$ cat src/rtl/core/assert_macros.svh
// Assertion helpers shared by the RTL.
`ifndef ASSERT_MACROS_SVH
`define ASSERT_MACROS_SVH

// Expression must hold at every clock edge outside reset.
`define SPQ_ASSERT_ALWAYS(lbl, clk, rst, expr) \
  lbl: assert property (@(posedge clk) disable iff (rst) (expr)) \
    else $error("assertion failed");

// Antecedent in one cycle implies consequent in the next.
`define SPQ_ASSERT_NEXT(lbl, clk, rst, ante, cons) \
  lbl: assert property (@(posedge clk) disable iff (rst) (ante) |=> (cons)) \
    else $error("assertion failed");

`endif

$ cat src/rtl/core/spq_pkg.sv
`timescale 1ns / 1ps

package spq_pkg;

  localparam int QUEUE_DEPTH = 16;
  localparam int CNT_W       = $clog2(QUEUE_DEPTH + 1);

  localparam logic [1:0] OP_ENQUEUE = 2'd0;
  localparam logic [1:0] OP_DEQUEUE = 2'd1;
  localparam logic [1:0] OP_CLEAR   = 2'd2;

  localparam logic [1:0] ST_OK    = 2'd0;
  localparam logic [1:0] ST_FULL  = 2'd1;
  localparam logic [1:0] ST_EMPTY = 2'd2;

  typedef struct packed {
    logic [31:0]        value;
    logic signed [15:0] prio;
  } entry_t;

  // Command broadcast to every cell in the chain.
  typedef struct packed {
    logic   enq;
    logic   deq;
    logic   clr;
    entry_t item;
  } cell_cmd_t;

endpackage

$ cat src/rtl/core/spq_cell.sv
`timescale 1ns / 1ps

module spq_cell (
  input  logic               clk,
  input  logic               rst,
  input  spq_pkg::cell_cmd_t cmd,
  input  logic               left_go,
  input  spq_pkg::entry_t    left_ent,
  input  logic               left_valid,
  input  spq_pkg::entry_t    right_ent,
  input  logic               right_valid,
  output logic               go,
  output spq_pkg::entry_t    ent,
  output logic               valid
);

  // go: new item belongs at or ahead of this cell; monotonic along the chain
  assign go = !valid || (ent.prio <= cmd.item.prio);

  always_ff @(posedge clk) begin
    if (rst) begin
      valid <= 1'b0;
    end else if (cmd.clr) begin
      valid <= 1'b0;
    end else if (cmd.enq) begin
      if (go && !left_go) begin
        valid <= 1'b1;
      end else if (go) begin
        valid <= left_valid;
      end
    end else if (cmd.deq) begin
      valid <= right_valid;
    end
  end

  always_ff @(posedge clk) begin
    if (cmd.enq) begin
      if (go && !left_go) begin
        ent <= cmd.item;
      end else if (go) begin
        ent <= left_ent;
      end
    end else if (cmd.deq) begin
      ent <= right_ent;
    end
  end

endmodule

$ cat src/rtl/core/sorted_priority_queue.sv
// The done strobe carrying the result is registered: it rises in the cycle after start.
// Throughput: one operation per cycle; busy stays low, every chain cell
// updates in the same cycle as its neighbors.
// Reset (rst, synchronous): queue empty, count zero, no strobe pending.
// Results are shown for one cycle on done; the receiver cannot stall.
`timescale 1ns / 1ps

`include "assert_macros.svh"

module sorted_priority_queue (
  input  logic               clk,
  input  logic               rst,
  input  logic               start,
  output logic               busy,
  input  logic [1:0]         operation,
  input  logic [31:0]        item_value,
  input  logic signed [15:0] item_priority,
  output logic               done,
  output logic [1:0]         status,
  output logic [31:0]        out_value,
  output logic signed [15:0] out_priority,
  output logic [4:0]         entry_count,
  output logic               is_empty,
  output logic               is_full
);

  localparam int N = spq_pkg::QUEUE_DEPTH;

  // Chain state: cell 0 is the front (highest priority).
  spq_pkg::entry_t    cell_ent   [N];
  logic [N-1:0]       cell_valid;
  logic [N-1:0]       cell_go;
  spq_pkg::cell_cmd_t cmd;

  logic [spq_pkg::CNT_W-1:0] count;
  logic [spq_pkg::CNT_W-1:0] count_next;

  logic       xfer;
  logic       q_full;
  logic       q_empty;
  logic [1:0] status_next;
  spq_pkg::entry_t front;

  // Every transfer is a single chain update, so the block never holds off start.
  assign busy = 1'b0;
  assign xfer = start && !busy;

  assign q_full  = (count == spq_pkg::CNT_W'(N));
  assign q_empty = (count == '0);
  assign front   = cell_ent[0];

  // Decode the transfer into a chain command; refused operations do nothing.
  always_comb begin
    cmd.enq     = 1'b0;
    cmd.deq     = 1'b0;
    cmd.clr     = 1'b0;
    cmd.item    = '{value: item_value, prio: item_priority};
    status_next = spq_pkg::ST_OK;
    count_next  = count;
    if (xfer) begin
      unique case (operation)
        spq_pkg::OP_ENQUEUE: begin
          if (q_full) begin
            status_next = spq_pkg::ST_FULL;
          end else begin
            cmd.enq    = 1'b1;
            count_next = count + 1'b1;
          end
        end
        spq_pkg::OP_DEQUEUE: begin
          if (q_empty) begin
            status_next = spq_pkg::ST_EMPTY;
          end else begin
            cmd.deq    = 1'b1;
            count_next = count - 1'b1;
          end
        end
        spq_pkg::OP_CLEAR: begin
          cmd.clr    = 1'b1;
          count_next = '0;
        end
        default: begin
          // unused code: no change
        end
      endcase
    end
  end

  // Row of cells. Enqueue: each cell either keeps its entry, takes the new
  // item (first cell whose go is set) or takes its left neighbor's entry.
  // Dequeue: every cell takes its right neighbor's entry.
  for (genvar i = 0; i < N; i++) begin : g_cell
    spq_pkg::entry_t l_ent;
    spq_pkg::entry_t r_ent;
    logic            l_go;
    logic            l_valid;
    logic            r_valid;

    if (i == 0) begin : g_head
      assign l_go    = 1'b0;
      assign l_ent   = cmd.item;
      assign l_valid = 1'b0;
    end else begin : g_body
      assign l_go    = cell_go[i-1];
      assign l_ent   = cell_ent[i-1];
      assign l_valid = cell_valid[i-1];
    end

    if (i == N - 1) begin : g_tail
      assign r_ent   = '0;
      assign r_valid = 1'b0;
    end else begin : g_mid
      assign r_ent   = cell_ent[i+1];
      assign r_valid = cell_valid[i+1];
    end

    spq_cell u_cell (
      .clk         (clk),
      .rst         (rst),
      .cmd         (cmd),
      .left_go     (l_go),
      .left_ent    (l_ent),
      .left_valid  (l_valid),
      .right_ent   (r_ent),
      .right_valid (r_valid),
      .go          (cell_go[i]),
      .ent         (cell_ent[i]),
      .valid       (cell_valid[i])
    );
  end

  // Control registers.
  always_ff @(posedge clk) begin
    if (rst) begin
      count <= '0;
      done  <= 1'b0;
    end else begin
      count <= count_next;
      done  <= xfer;
    end
  end

  // Result registers; out_value/out_priority carry the front only on a
  // successful dequeue.
  always_ff @(posedge clk) begin
    status      <= status_next;
    entry_count <= 5'(count_next);
    is_empty    <= (count_next == '0);
    is_full     <= (count_next == spq_pkg::CNT_W'(N));
    if (cmd.deq) begin
      out_value    <= front.value;
      out_priority <= front.prio;
    end else begin
      out_value    <= '0;
      out_priority <= '0;
    end
  end

  // Occupied cells must match the count.
  `SPQ_ASSERT_ALWAYS(a_count_cells, clk, rst,
    spq_pkg::CNT_W'($countones(cell_valid)) == count)
  // Front never outranked by the second entry.
  `SPQ_ASSERT_ALWAYS(a_sorted_front, clk, rst,
    !cell_valid[1] || (cell_ent[0].prio >= cell_ent[1].prio))
  // Every transfer yields exactly one strobe next cycle.
  `SPQ_ASSERT_NEXT(a_one_result, clk, rst, xfer, done)
  // A refused enqueue leaves the count unchanged.
  `SPQ_ASSERT_NEXT(a_full_hold, clk, rst,
    xfer && (operation == spq_pkg::OP_ENQUEUE) && q_full,
    (status == spq_pkg::ST_FULL) && $stable(count))

endmodule
$ cat config.mk
export PLATFORM = sky130hd
export DESIGN_NAME = sorted_priority_queue
export DESIGN_NICKNAME = d
export VERILOG_FILES = /design/src/rtl/core/spq_pkg.sv /design/src/rtl/core/spq_cell.sv /design/src/rtl/core/sorted_priority_queue.sv
export VERILOG_INCLUDE_DIRS = /design/src /design/src/rtl/core
export SDC_FILE = /design/constraint.sdc
export NUM_CORES = 2
export LEC_CHECK = 0
export ABC_AREA = 1
export BUFFER_PORTS_ARGS = -buffer_cell sky130_fd_sc_hd__buf_2
export CAP_MARGIN = 20
export CORE_MARGIN = 2
export CORE_UTILIZATION = 35
export CTS_CLUSTER_SIZE = 10
export DETAILED_ROUTE_END_ITERATION = 16
export PLACE_DENSITY = 0.62
export SYNTH_ARGS = -nofsm -noshare
export SYNTH_HDL_FRONTEND = slang
export SYNTH_SLANG_ARGS = --single-unit
$ cat constraint.sdc
create_clock -name clk -period 7.7 [get_ports clk]
set_clock_uncertainty 0.1 [all_clocks]
set_input_delay 0.385 -clock clk [delete_from_list [all_inputs] [get_ports clk]]
set_output_delay 0.385 -clock clk [all_outputs]
set_load 0.005 [all_outputs]
==> impl_metrics.ini <==
[sta]
timing.final.max_slew_violations = 0
setup_viol_count_final = 0
fmax_ghz = 0.203
fin_setup_tns_ns = 0
fin_crit_ns = 4.92
max_slew.worst_pin.slew_ns = 1.36
worst_slew_margin_rel_pct = 9.20
rsz0062_at_grt = no
final-hold-violation-count = 0
period_share_pct = 63.9

[cells_and_area]
drive_gt1_share_pct = 5.56
finish.instance_area_sq_um = 58100
most-common-layout-cells = sky130_fd_sc_hd__nand2_1 (2312), sky130_fd_sc_hd__nand3_1 (1399), sky130_fd_sc_hd__inv_1 (885), sky130_fd_sc_hd__edfxtp_1 (768), sky130_fd_sc_hd__ha_1 (258)
layout.area.seq_sq_um = 24600
area_overhead_of_the_layout_relative_to_synthesis_pct = 9.51
multiInputGateArea_sq_um = 22500
layout_commonest_cell = sky130_fd_sc_hd__nand2_1
fill_cells = 15436
final_net_count = 7101

[place]
placedInstanceArea_sq_um = 54500
numPortBuffers = 110
dpl.hpwl_mm = 103
routability_congestion = 0.887

[global_routing]
track_usage_pct = 19.6
global_route.overflow_total = 0
grt_pass1_wl_mm = 249
grt_pass1_vias = 43682
antenna_violations_before_repair = 4
grt_start_max_net_pins = 221

[logic_synthesis]
synth_area_sq_um = 53100
synth_async_sr_flop_share_pct = 0
syn-instance-count = 6910
synth_enable_flop_cells = 768
number_of_register_bits_inferred_by_synthesis = 847
post_synth_num_cell_types = 38
syn_area_per_cell_sq_um = 7.68
synth.yosys.seq_area_share_pct = 46.5
dominantRegCellSynth = sky130_fd_sc_hd__edfxtp_1
synth_fp_nets = 7221
yosysWarnings = 0

[power_and_ir_drop]
total_leakage_power_nw = 27.6
peakVddDrop_v = 0.000176
power_per_cell_area_nw_per_um2 = 202

[detailed_routing]
drc = 0
vias = 45410
drt-wirelength-per-cell_um = 17.6
detail_route.wirelength_mm = 156
route.antenna.remaining_nets = 0
post_drt_via_cell_ratio = 5.12
drc_marker_count_from_the_first_detailed_route_iteration = 4669
drt_first_pass_iters = 6

[clocking]
clk_latency_ns = 0.72
cts_tree = built
clk_pin_slew_worst_paths_ns = 0.06
max-clock-path-buffers = 3
tritoncts.num_buffers = 100
numClockSinks = 847
clk_root_buffer_cell = sky130_fd_sc_hd__clkbuf_16
htree_levels = 3

[floorplanning]
placementRows = 142
die_height_um = 393
floorplan.initialDensity_pct = 35.3
core_area_sq_um = 150000
die_width_um = 393
design.die.area_sq_um = 155000
ios = 112

[worst_setup_path]
timing_worst_setup_path_type = input pin to register
setup.worst_path.end_class = register
worst_setup_path_start_kind = input pin
critical_path.max_fanout = 50
critPathRequiredTime_ns = 8.06
ff2ff_setup_slack_ns = 3.04
timing.critical_path.arrival_ns = 5.29

[outcome]
run_status = complete, no violations

[worst_hold_path]
min_path_type = register to register

[job]
max_cap_viols = 0
## per-stage QoR
| step | hold slack, ns | util (%) | setup slack, ns | cells | power (W) |
|---|---|---|---|---|---|
| after floorplan | 0.348 | - | 3.65 | 6910 | 0.00673 |
| after global placement | 0.360 | 36.3 | 2.73 | 8646 | 0.00719 |
| after detailed placement | 0.365 | 36.3 | 2.69 | 8647 | 0.00723 |
| after CTS | 0.322 | 38.6 | 2.94 | 8868 | 0.0118 |
| after global routing | 0.363 | 38.7 | 2.47 | 8873 | 0.0122 |
| final | 0.365 | 38.7 | 2.78 | 8874 | 0.0117 |
## flip-flops by register name (all words and copies together), names as in the netlist
name,cells
entry_count,5
count,5
g_cell.u_cell.valid,16
is_empty,1
is_full,1
out_value,32
done,1
status,2
out_priority,16
g_cell.u_cell.ent,768
## critical path, stage by stage
cell	delay, ns
sky130_fd_sc_hd__dlygate4sd3_1	0.53
sky130_fd_sc_hd__buf_2	0.14
sky130_fd_sc_hd__inv_1	0.54
sky130_fd_sc_hd__buf_4	0.32
sky130_fd_sc_hd__ha_1	0.27
sky130_fd_sc_hd__nand2_1	0.06
sky130_fd_sc_hd__inv_1	0.04
sky130_fd_sc_hd__o21bai_1	0.11
sky130_fd_sc_hd__a21oi_1	0.08
sky130_fd_sc_hd__nor2_1	0.13
sky130_fd_sc_hd__nand3_1	0.11
sky130_fd_sc_hd__nand3_2	0.08
sky130_fd_sc_hd__buf_4	0.58
sky130_fd_sc_hd__inv_2	0.36
sky130_fd_sc_hd__nand2_1	0.68
sky130_fd_sc_hd__buf_4	0.55
sky130_fd_sc_hd__nand2_1	0.12
sky130_fd_sc_hd__nand3_1	0.10
sky130_fd_sc_hd__nand2_1	0.06
## per-layer routing
| layer | GRT usage [%] | vias to the layer above | share of wire [%] |
|---|---|---|---|
| li1 | - | 22250 | - |
| met4 | 5.98 | 2 | 2.4 |
| met3 | 3.20 | 243 | 7.8 |
| met5 | 0 | - | 0.0064 |
| met1 | 28.2 | 21178 | 46 |
| met2 | 30.1 | 1737 | 43 |
## final timing paths
check	start	end	depth (start not counted)
setup / recovery	item_priority[9]	g_cell[13].u_cell.ent[40]	19
hold / removal	g_cell[0].u_cell.ent[27]	out_value[11]	2
setup reg to reg	g_cell[12].u_cell.ent[12]	g_cell[13].u_cell.ent[40]	13
hold reg to reg	g_cell[0].u_cell.ent[27]	out_value[11]	2
## timing repair
item	4_1_cts	5_1_grt
resized for setup	0	0
endpoints found under the hold margin	59	0
hold buffers	52	0
buffers inserted	0	0
## layout make-up
type / count / share of cell area, %
sequential: 847 / 42.4
timing repair buffer: 251 / 3.34
antenna: 1 / 0.00431
inverter: 924 / 5.98
multi-input combinational: 4666 / 38.7
tap: 2016 / 4.34
clock inverter: 14 / 0.342
clock buffer: 155 / 4.86
## cell usage after synthesis (2+ instances only)
library cell	instances	share of area, %
sky130_fd_sc_hd__o21ai_1	31	0.29
sky130_fd_sc_hd__clkbuf_2	2	0.019
sky130_fd_sc_hd__o21a_1	12	0.17
sky130_fd_sc_hd__nand2_2	7	0.083
sky130_fd_sc_hd__edfxtp_1	768	43
sky130_fd_sc_hd__dfxtp_1	79	3.0
sky130_fd_sc_hd__a31oi_1	3	0.035
sky130_fd_sc_hd__ha_1	258	6.1
sky130_fd_sc_hd__nand4_1	64	0.75
sky130_fd_sc_hd__o21bai_1	18	0.25
sky130_fd_sc_hd__a21oi_1	134	1.3
sky130_fd_sc_hd__nand3_1	1400	13
sky130_fd_sc_hd__o21ai_0	163	1.5
sky130_fd_sc_hd__buf_2	252	2.4
sky130_fd_sc_hd__xor2_1	2	0.033
sky130_fd_sc_hd__nor3_1	17	0.16
sky130_fd_sc_hd__inv_2	22	0.16
sky130_fd_sc_hd__clkbuf_1	129	0.91
sky130_fd_sc_hd__a21o_1	2	0.028
sky130_fd_sc_hd__inv_1	901	6.4
sky130_fd_sc_hd__buf_1	9	0.064
sky130_fd_sc_hd__nor3_2	2	0.038
sky130_fd_sc_hd__nand3_2	15	0.28
sky130_fd_sc_hd__and3_1	5	0.059
sky130_fd_sc_hd__nor2_1	200	1.4
sky130_fd_sc_hd__buf_6	19	0.40
sky130_fd_sc_hd__nand2_1	2313	16
sky130_fd_sc_hd__nand3b_1	11	0.16
sky130_fd_sc_hd__xnor2_1	2	0.033
sky130_fd_sc_hd__buf_4	62	0.88
## cell families after synthesis
kind of cell,Yosys count,share of synthesized area (%)
flops,847,46.5
fa+ha+maj,258,6.08
simple gates,4035,32.5
xor+xnor,4,0.0660
other cells,1,0.00707
buf+inv,1397,11.2
compound gates,368,3.66
## power breakdown
part           switching (W)  internal (W)
logic                0.00119      0.000496
clock network        0.00199       0.00257
registers           0.000145       0.00535
total                0.00333       0.00842
Note: power is estimated with default switching activity, not from simulation.
